File: config.mk
export PLATFORM = sky130hd
export DESIGN_NAME = bq_coef
export DESIGN_NICKNAME = d
export VERILOG_FILES = /design/src/design/bq_pkg.sv /design/src/design/bq_div.sv /design/src/design/bq_coef.sv
export SDC_FILE = /design/constraint.sdc
export NUM_CORES = 2
export LEC_CHECK = 0
export ABC_AREA = 1
export BUFFER_PORTS_ARGS = -buffer_cell sky130_fd_sc_hd__buf_2
export CAP_MARGIN = 20
export CORE_ASPECT_RATIO = 1.75
export CORE_MARGIN = 10
export CORE_UTILIZATION = 47
export DETAILED_ROUTE_END_ITERATION = 16
export PLACE_DENSITY = 0.7
export SKIP_CTS_REPAIR_TIMING = 1
export SYNTH_ARGS = -nofsm -noshare
export SYNTH_HDL_FRONTEND = slang
export SYNTH_SLANG_ARGS = --single-unit
export TNS_END_PERCENT = 30
File: constraint.sdc
create_clock -name i_clk -period 20.2 [get_ports i_clk]
set_input_delay 3.03 -clock i_clk [delete_from_list [all_inputs] [get_ports i_clk]]
set_output_delay 3.03 -clock i_clk [all_outputs]
set_load 0.1 [all_outputs]
File: src/design/bq_pkg.sv
// shared types, constants and tables of the biquad filter
`default_nettype none

package bq_pkg;

    localparam int DEF_SAMPLE_RATE_HZ = 48000;
    localparam int DEF_CORDIC_STEPS   = 16;

    localparam int SAMPLE_W = 16;
    localparam int MODE_W   = 2;
    localparam int CUTOFF_W = 15;
    localparam int QF_W     = 16;
    localparam int CFG_W    = 16;
    localparam int CFG_IDX_W = 2;

    localparam int COEF_W   = 32;
    localparam int NUM_COEF = 5;
    localparam int CORD_W   = 34;
    localparam int RAW_W    = 40;
    localparam int NUM_W    = 64;
    localparam int DEN_W    = 40;
    localparam int FREQ_W   = 17;
    localparam int TABLE_LEN = 24;
    localparam int STEP_W   = $clog2(TABLE_LEN);
    localparam int SHIFT_W  = 3;
    localparam int ACC_W    = 51;
    localparam int PROD_W   = COEF_W + SAMPLE_W;

    localparam logic [MODE_W-1:0]   RST_MODE   = 2'd0;
    localparam logic [CUTOFF_W-1:0] RST_CUTOFF = 15'd12500;
    localparam logic [QF_W-1:0]     RST_Q      = 16'd256;

    localparam logic signed [CORD_W-1:0] CORDIC_GAIN = 34'sd652032874;
    localparam logic signed [CORD_W-1:0] QUARTER     = 34'sh040000000;
    localparam logic signed [RAW_W-1:0]  ONE_Q30     = 40'sh0040000000;

    typedef enum logic [CFG_IDX_W-1:0] {
        REG_MODE   = 2'd0,
        REG_CUTOFF = 2'd1,
        REG_Q      = 2'd2,
        REG_NONE   = 2'd3
    } t_reg_idx;

    typedef enum logic [MODE_W-1:0] {
        MODE_LP = 2'd0,
        MODE_BP = 2'd1,
        MODE_HP = 2'd2,
        MODE_HP_ALT = 2'd3
    } t_mode;

    typedef struct packed {
        logic [MODE_W-1:0]   mode;
        logic [CUTOFF_W-1:0] cutoff;
        logic [QF_W-1:0]     q;
    } t_cfg;

    typedef logic [NUM_COEF-1:0][COEF_W-1:0] t_coef_set;

    typedef struct packed {
        logic             start;
        logic [NUM_W-1:0] num;
        logic [DEN_W-1:0] den;
    } t_div_req;

    typedef struct packed {
        logic             done;
        logic [NUM_W-1:0] quot;
    } t_div_rsp;

    // atan(2^-i) as a fraction of a full turn, 32-bit scale
    function automatic logic signed [CORD_W-1:0] atan_turn(input logic [STEP_W-1:0] i);
        logic signed [CORD_W-1:0] v;
        case (i)
            5'd0:  v = 34'sh020000000;
            5'd1:  v = 34'sh012E4051E;
            5'd2:  v = 34'sh009FB385B;
            5'd3:  v = 34'sh0051111D4;
            5'd4:  v = 34'sh0028B0D43;
            5'd5:  v = 34'sh00145D7E1;
            5'd6:  v = 34'sh000A2F61E;
            5'd7:  v = 34'sh000517C55;
            5'd8:  v = 34'sh00028BE53;
            5'd9:  v = 34'sh000145F2F;
            5'd10: v = 34'sh0000A2F98;
            5'd11: v = 34'sh0000517CC;
            5'd12: v = 34'sh000028BE6;
            5'd13: v = 34'sh0000145F3;
            5'd14: v = 34'sh00000A2FA;
            5'd15: v = 34'sh00000517D;
            5'd16: v = 34'sh0000028BE;
            5'd17: v = 34'sh00000145F;
            5'd18: v = 34'sh000000A30;
            5'd19: v = 34'sh000000518;
            5'd20: v = 34'sh00000028C;
            5'd21: v = 34'sh000000146;
            5'd22: v = 34'sh0000000A3;
            5'd23: v = 34'sh000000051;
            default: v = '0;
        endcase
        return v;
    endfunction

endpackage

`default_nettype wire

File: src/design/bq_div.sv
// unsigned restoring divider, one quotient bit per cycle
`default_nettype none

module bq_div (
    input  wire logic              i_clk,
    input  wire logic              i_rst_n,
    input  wire bq_pkg::t_div_req  i_req,
    output bq_pkg::t_div_rsp       o_rsp
);
    import bq_pkg::*;

    localparam int CNT_W = $clog2(NUM_W);

    logic             r_busy;
    logic             r_done;
    logic [CNT_W-1:0] r_cnt;
    logic [DEN_W-1:0] r_rem;
    logic [DEN_W-1:0] r_den;
    logic [NUM_W-1:0] r_quo;

    logic [DEN_W:0] w_trial;
    logic [DEN_W:0] w_diff;
    logic           w_ge;

    assign w_trial = {r_rem, r_quo[NUM_W-1]};
    assign w_ge    = w_trial >= {1'b0, r_den};
    assign w_diff  = w_trial - {1'b0, r_den};

    always_ff @(posedge i_clk) begin
        if (!i_rst_n) begin
            r_busy <= 1'b0;
            r_done <= 1'b0;
            r_cnt  <= '0;
        end else if (i_req.start) begin
            r_busy <= 1'b1;
            r_done <= 1'b0;
            r_cnt  <= '0;
            r_rem  <= '0;
            r_den  <= i_req.den;
            r_quo  <= i_req.num;
        end else if (r_busy) begin
            r_rem <= w_ge ? w_diff[DEN_W-1:0] : w_trial[DEN_W-1:0];
            r_quo <= {r_quo[NUM_W-2:0], w_ge};
            r_cnt <= r_cnt + 1'b1;
            if (r_cnt == CNT_W'(NUM_W - 1)) begin
                r_busy <= 1'b0;
                r_done <= 1'b1;
            end
        end else begin
            r_done <= 1'b0;
        end
    end

    assign o_rsp.done = r_done;
    assign o_rsp.quot = r_quo;

endmodule

`default_nettype wire

File: src/design/bq_coef.sv
// coefficient engine: phase, cordic sine and cosine, alpha and normalisation
`default_nettype none

module bq_coef #(
    parameter int SAMPLE_RATE_HZ = bq_pkg::DEF_SAMPLE_RATE_HZ,
    parameter int CORDIC_STEPS   = bq_pkg::DEF_CORDIC_STEPS
) (
    input  wire logic          i_clk,
    input  wire logic          i_rst_n,
    input  wire logic          i_recalc,
    input  wire bq_pkg::t_cfg  i_cfg,
    output logic               o_busy,
    output bq_pkg::t_coef_set  o_coef
);
    import bq_pkg::*;

    localparam int NYQ = SAMPLE_RATE_HZ / 2;
    localparam logic [FREQ_W-1:0] NYQ_F     = FREQ_W'(NYQ);
    localparam logic [FREQ_W-1:0] FC_MAX    = FREQ_W'(NYQ - 1);
    localparam logic [STEP_W-1:0] LAST_STEP = STEP_W'(CORDIC_STEPS - 1);
    localparam int K_W = $clog2(NUM_COEF);
    localparam logic [K_W-1:0]    LAST_K    = K_W'(NUM_COEF - 1);

    // phase = floor(fc * 2^32 / fs) by an exact reciprocal multiplication
    localparam int LOG_FS     = $clog2(SAMPLE_RATE_HZ);
    localparam int PH_S       = 31 + 2 * LOG_FS;
    localparam int PH_SH      = 2 * LOG_FS - 1;
    localparam int PH_M_W     = 33 + LOG_FS;
    localparam int PH_LO_W    = 26;
    localparam int PH_HI_W    = PH_M_W - PH_LO_W;
    localparam int PH_PROD_W  = FREQ_W + PH_M_W;
    localparam logic [127:0] PH_M_FULL =
        ((128'd1 << PH_S) + 128'(SAMPLE_RATE_HZ) - 128'd1) / 128'(SAMPLE_RATE_HZ);
    localparam logic [PH_LO_W-1:0] PH_M_LO = PH_M_FULL[PH_LO_W-1:0];
    localparam logic [PH_HI_W-1:0] PH_M_HI = PH_M_FULL[PH_M_W-1:PH_LO_W];

    typedef enum logic [3:0] {
        S_IDLE, S_PHASE_GO, S_PHASE_WAIT, S_ROTATE, S_ALPHA_GO, S_ALPHA_WAIT,
        S_SHAPE, S_NORM_GO, S_NORM_WAIT
    } t_state;

    t_state                   r_state;
    logic [STEP_W-1:0]        r_step;
    logic [K_W-1:0]           r_k;
    logic                     r_quad;
    logic signed [CORD_W-1:0] r_x, r_y, r_z;
    logic signed [RAW_W-1:0]  r_alpha;
    logic signed [RAW_W-1:0]  r_raw [NUM_COEF];
    logic [DEN_W-1:0]         r_a0;
    t_coef_set                r_coef;
    logic [FREQ_W+PH_LO_W-1:0] r_ph_lo;

    t_div_req w_req;
    t_div_rsp w_rsp;

    bq_div u_div (
        .i_clk  (i_clk),
        .i_rst_n(i_rst_n),
        .i_req  (w_req),
        .o_rsp  (w_rsp)
    );

    // clamped cutoff
    logic [FREQ_W-1:0] w_fc;
    assign w_fc = ({2'b00, i_cfg.cutoff} >= NYQ_F) ? FC_MAX : {2'b00, i_cfg.cutoff};

    // upper partial product, lower one is registered in the cycle before
    logic [FREQ_W+PH_HI_W-1:0] w_ph_hi;
    logic [PH_PROD_W-1:0]      w_ph_prod;
    logic [31:0]               w_phase;
    assign w_ph_hi   = w_fc * PH_M_HI;
    assign w_ph_prod = {w_ph_hi, {PH_LO_W{1'b0}}} + PH_PROD_W'(r_ph_lo);
    assign w_phase   = w_ph_prod[PH_SH +: 32];

    // cosine and sine with the quadrant folded back
    logic signed [CORD_W-1:0] w_cw, w_sw;
    logic [CORD_W-1:0]        w_sw_mag;
    assign w_cw     = r_quad ? -r_y : r_x;
    assign w_sw     = r_quad ? r_x : r_y;
    assign w_sw_mag = w_sw[CORD_W-1] ? CORD_W'(-w_sw) : CORD_W'(w_sw);

    logic [QF_W-1:0] w_q;
    assign w_q = (i_cfg.q == '0) ? QF_W'(1) : i_cfg.q;

    // one cordic micro-rotation
    logic signed [CORD_W-1:0] w_dx, w_dy, w_at;
    assign w_dx = r_y >>> r_step;
    assign w_dy = r_x >>> r_step;
    assign w_at = atan_turn(r_step);

    // raw coefficients
    logic signed [RAW_W-1:0] w_cw40, w_sw40, w_t;
    logic signed [RAW_W-1:0] w_b0, w_b1, w_b2, w_a0r, w_a1, w_a2, w_a0c;
    logic [SHIFT_W-1:0]      w_sh;

    always_comb begin
        w_cw40 = RAW_W'(w_cw);
        w_sw40 = RAW_W'(w_sw);
        w_t    = ONE_Q30 + w_cw40;
        case (t_mode'(i_cfg.mode))
            MODE_LP: begin
                w_b1 = ONE_Q30 - w_cw40;
                w_b0 = w_b1 >>> 1;
                w_b2 = w_b0;
            end
            MODE_BP: begin
                w_b0 = w_sw40 >>> 1;
                w_b1 = '0;
                w_b2 = -w_b0;
            end
            default: begin
                w_b0 = w_t >>> 1;
                w_b1 = -w_t;
                w_b2 = w_b0;
            end
        endcase
        w_a0r = ONE_Q30 + r_alpha;
        w_a1  = -(w_cw40 <<< 1);
        w_a2  = ONE_Q30 - r_alpha;
        w_a0c = (w_a0r < 40'sd1) ? 40'sd1 : w_a0r;
        // bring a0 below 2^34
        w_sh = '0;
        for (int i = 34; i < RAW_W; i++) begin
            if (w_a0c[i]) w_sh = SHIFT_W'(i - 33);
        end
    end

    // normalisation numerator and saturated quotient
    logic signed [RAW_W-1:0] w_nraw;
    logic [RAW_W-1:0]        w_nmag;
    logic                    w_nneg;
    logic [COEF_W-1:0]       w_nsat;
    assign w_nraw = r_raw[r_k];
    assign w_nneg = w_nraw[RAW_W-1];
    assign w_nmag = w_nneg ? RAW_W'(-w_nraw) : RAW_W'(w_nraw);

    always_comb begin
        if (!w_nneg) begin
            w_nsat = (w_rsp.quot > NUM_W'(32'h7FFF_FFFF)) ? 32'h7FFF_FFFF
                                                          : w_rsp.quot[COEF_W-1:0];
        end else begin
            w_nsat = (w_rsp.quot > NUM_W'(33'h1_0000_0000 >> 1)) ? 32'h8000_0000
                                                                : -w_rsp.quot[COEF_W-1:0];
        end
    end

    always_comb begin
        w_req.start = 1'b0;
        w_req.num   = '0;
        w_req.den   = '0;
        case (r_state)
            S_ALPHA_GO: begin
                w_req.start = 1'b1;
                w_req.num   = {23'd0, w_sw_mag, 7'd0};
                w_req.den   = {24'd0, w_q};
            end
            S_NORM_GO: begin
                w_req.start = 1'b1;
                w_req.num   = {w_nmag[35:0], 28'd0};
                w_req.den   = r_a0;
            end
            default: begin
                w_req.start = 1'b0;
            end
        endcase
    end

    always_ff @(posedge i_clk) begin
        if (!i_rst_n) begin
            r_state <= S_PHASE_GO;
            r_step  <= '0;
            r_k     <= '0;
        end else if (i_recalc) begin
            r_state <= S_PHASE_GO;
        end else begin
            case (r_state)
                S_PHASE_GO: begin
                    r_ph_lo <= w_fc * PH_M_LO;
                    r_state <= S_PHASE_WAIT;
                end
                S_PHASE_WAIT: begin
                    r_quad  <= w_phase[30];
                    r_z     <= w_phase[30] ? CORD_W'(w_phase) - QUARTER
                                           : CORD_W'(w_phase);
                    r_x     <= CORDIC_GAIN;
                    r_y     <= '0;
                    r_step  <= '0;
                    r_state <= S_ROTATE;
                end
                S_ROTATE: begin
                    if (!r_z[CORD_W-1]) begin
                        r_x <= r_x - w_dx;
                        r_y <= r_y + w_dy;
                        r_z <= r_z - w_at;
                    end else begin
                        r_x <= r_x + w_dx;
                        r_y <= r_y - w_dy;
                        r_z <= r_z + w_at;
                    end
                    r_step <= r_step + 1'b1;
                    if (r_step == LAST_STEP) r_state <= S_ALPHA_GO;
                end
                S_ALPHA_GO: begin
                    r_state <= S_ALPHA_WAIT;
                end
                S_ALPHA_WAIT: begin
                    if (w_rsp.done) begin
                        r_alpha <= w_sw[CORD_W-1] ? -$signed(w_rsp.quot[RAW_W-1:0])
                                                  : $signed(w_rsp.quot[RAW_W-1:0]);
                        r_state <= S_SHAPE;
                    end
                end
                S_SHAPE: begin
                    r_raw[0] <= w_b0 >>> w_sh;
                    r_raw[1] <= w_b1 >>> w_sh;
                    r_raw[2] <= w_b2 >>> w_sh;
                    r_raw[3] <= w_a1 >>> w_sh;
                    r_raw[4] <= w_a2 >>> w_sh;
                    r_a0     <= DEN_W'(w_a0c >>> w_sh);
                    r_k      <= '0;
                    r_state  <= S_NORM_GO;
                end
                S_NORM_GO: begin
                    r_state <= S_NORM_WAIT;
                end
                S_NORM_WAIT: begin
                    if (w_rsp.done) begin
                        r_coef[r_k] <= w_nsat;
                        if (r_k == LAST_K) begin
                            r_state <= S_IDLE;
                        end else begin
                            r_k     <= r_k + 1'b1;
                            r_state <= S_NORM_GO;
                        end
                    end
                end
                default: begin
                    r_state <= S_IDLE;
                end
            endcase
        end
    end

    assign o_busy = (r_state != S_IDLE);
    assign o_coef = r_coef;

endmodule

`default_nettype wire

==> results_dict.tcl <==
set metrics [dict create \
    status "finished, final reports clean" \
    worst_ep_required_time_ps 20650 \
    drc 0 \
    synthArstFlopShare_pct 0 \
    synth_edf_count 682 \
    clkTransAtPathRegs_ps 70 \
    hold_viol 0 \
    die_h_um 527 \
    post_drt_wl_per_cell_um 27.5 \
    clk_latency_ps 720 \
    viasPerCell 5.94 \
    max_freq_mhz 91.3 \
    worstSetupPathType "input pin to register" \
    placement_rows 185 \
    r2r-start "r_alpha[0]$_DFFE_PP_" \
    dieArea_um2 163000 \
    portBuffers 196 \
    reg2regPathDepth 25 \
    core_um2 146000 \
    grt_antenna_before_repair 13 \
    drtPass1Iterations 9 \
    drt_iter0_drc 6249 \
    yosysWarnings 0 \
    max_slew.worst_pin.slew_ps 1320 \
    htreeDepth 3 \
    start_kind "input pin" \
    hp-start "u_div.r_cnt[0]$_SDFFE_PP0P_" \
    synth.most_common_cell "nand2_1" \
    max_cap_violations 0 \
    start_util_pct 47.4 \
    synthTopCellsByArea "edfxtp_1 (30%), nand2_1 (12%), ha_1 (7.9%), o21ai_0 (6.4%), fa_1 (6.4%)" \
    grt-ovfl-total 0 \
    slowest_stage "a21oi_1" \
    worstHoldEndpoint "u_div.r_cnt[0]$_SDFFE_PP0P_" \
    peakVddDrop_v 0.000680 \
    yosys-top-cells-count "nand2_1 (2210), inv_1 (1155), o21ai_0 (882), nor2_1 (833), edfxtp_1 (682)" \
    r2r-end "r_raw[3][9]$_DFFE_PP_" \
    grt_pass1_vias 67800 \
    cpPeakStageDelay_ps 630 \
    rsz0062_at_grt "no" \
    ys_types 72 \
    post-route-period-util_pct 54.2 \
    avgSynthCellArea_um2 7.39 \
    layout.nets 10100 \
    ant_nets 0 \
    crit_path_end_kind "register" \
    syn2layout_area_growth_pct 7.86 \
    clockBufferDepth 3 \
    tns_ps 0 \
    yosysTopAreaCell "edfxtp_1" \
    wirelength_mm 311 \
    grt_max_degree 97 \
    synth_top_area_share_pct 29.7 \
    timing.hold.ws_ps 535 \
    grt_pass1_wl_mm 445 \
    grt_use_total_pct 37.5 \
    yosysSeqAreaShare_pct 31.2 \
    drive_gt1_share_pct 7.65 \
    die_w_um 310 \
    p_leak_nw 33.1 \
    r2r_slack_ps 12970 \
    hp-class "register to register" \
    clock_skew_ps 43.6 \
    cts_sinks 735 \
    crit_fanout 14 \
    synth_flop_cell "edfxtp_1" \
    gp_congestion 1.10 \
    setup_viol 0 \
    ys_seq_elements 735 \
    clock-root-buffer "clkbuf_16" \
    synth_area_um2 69000 \
    io-pin-count 197 \
    critical_path_arrival_ps 11400 \
    dp_hpwl_mm 252 \
    min_path_cells 2 \
    cts_tree "done" \
    synthCells 9336 \
    timing.slew.headroom_pct 11.1 \
    p_per_area_nw_per_um2 153 \
    slew_violations 0 \
    cts_buffers 71 \
    period_needed_ps 10950 \
    route.vias.total 67300 \
]
==> per-layer routing <==
layer,global-route usage [%],wire length (um),vias to the layer above
li1,-,-,31400
met1,29.4,84600,31900
met2,69.8,164000,2811
met3,7.43,17200,1262
met4,44.6,45500,2
met5,0,17,-
==> area by class of cell <==
cell class	instances	area, um2
clock buffer	83	1840
clock inverter	46	598
inverter	1187	4470
antenna	11	27.5
tap	1870	2340
sequential	735	21500
fill	14500	71200
multi-input combinational	7065	41500
timing repair buffer	336	2070
==> cell families (layout without fill, tap and decap cells) <==
| kind of cell | after synthesis | in the layout | synth area share (%) |
|---|---|---|---|
| buffers and inverters | 1538 | 1652 | 8.85 |
| XOR/XNOR | 280 | 280 | 3.56 |
| multiplexers | 62 | 62 | 0.918 |
| other | 2 | 15 | 0.0109 |
| adder cells (fa/ha/maj) | 658 | 658 | 14.3 |
| AO/OA/AOI/OAI | 1860 | 1860 | 14.9 |
| flip-flops | 735 | 735 | 31.2 |
| AND/OR/NAND/NOR | 4201 | 4201 | 26.2 |
==> stage by stage <==
step                      setup WS, ps  util (%)  instance area, um2  total power, W  cells
final                             9250      51.1               74400          0.0114  11300
after global routing              8870      51.1               74400          0.0121  11300
after CTS                         9450      51.0               74200          0.0113  11300
after detailed placement          8730      49.3               71800         0.00979  11200
after global placement            8670      49.3               71700         0.00976  11200
after floorplan                   5770         -               69000         0.00685   9338
==> worst max path at each step <==
stage,from,to,cells after the start
after floorplan,i_rst_n,r_raw[0][0]$_DFFE_PP_,5
after global placement,i_cfg[23],r_z[29]$_DFFE_PP_,34
after detailed placement,i_cfg[23],r_quad$_DFFE_PP_,40
after CTS,i_cfg[23],r_quad$_DFFE_PP_,40
after global routing,i_cfg[23],r_z[29]$_DFFE_PP_,36
final,i_cfg[23],r_z[27]$_DFFE_PP_,37
==> flip-flops by register name, indices dropped and copies added, names as in the netlist, 34 cells and up, named ones only <==
register	flops
r_raw	182
r_y	34
o_coef	160
u_div.r_quo	64
r_x	34
u_div.r_den	39
r_alpha	40
u_div.r_rem	40
r_z	34
r_a0	39
==> cells in the final DEF, fill, tap and decap left out, types with 28 or more instances in the layout <==
| master | n |
|---|---|
| a21oi_1 | 477 |
| a31oi_1 | 62 |
| buf_2 | 200 |
| buf_4 | 124 |
| clkbuf_16 | 71 |
| dfxtp_1 | 49 |
| edfxtp_1 | 682 |
| fa_1 | 220 |
| ha_1 | 438 |
| inv_1 | 1152 |
| inv_2 | 28 |
| mux2i_1 | 61 |
| nand2_1 | 2209 |
| nand2_2 | 43 |
| nand3_1 | 676 |
| nand4_1 | 107 |
| nor2_1 | 823 |
| nor2_2 | 39 |
| nor2_4 | 28 |
| nor3_1 | 90 |
| nor4_1 | 33 |
| o211ai_1 | 61 |
| o21a_1 | 43 |
| o21ai_0 | 877 |
| o21ai_1 | 108 |
| o22ai_1 | 54 |
| or2_2 | 56 |
| xnor2_1 | 77 |
| xor2_1 | 203 |
==> critical path, delay by kind of cell <==
| family | cells | cell delay (ps) |
|---|---|---|
| buffers and inverters | 8 | 1090 |
| AND/OR/NAND/NOR | 15 | 2660 |
| adder cells (fa/ha/maj) | 8 | 3150 |
| XOR/XNOR | 2 | 340 |
| AO/OA/AOI/OAI | 4 | 1100 |
==> report_power, final <==
group	leakage [nW]	total, W	internal, W	switching (W)
clock	1.16	0.00144	0.000765	0.000673
sequential	6.60	0.00195	0.00187	0.0000785
combinational	25.4	0.00802	0.00245	0.00557
total	33.1	0.0114	0.00508	0.00632
No activity file was read; power rests on OpenSTA's default activity.
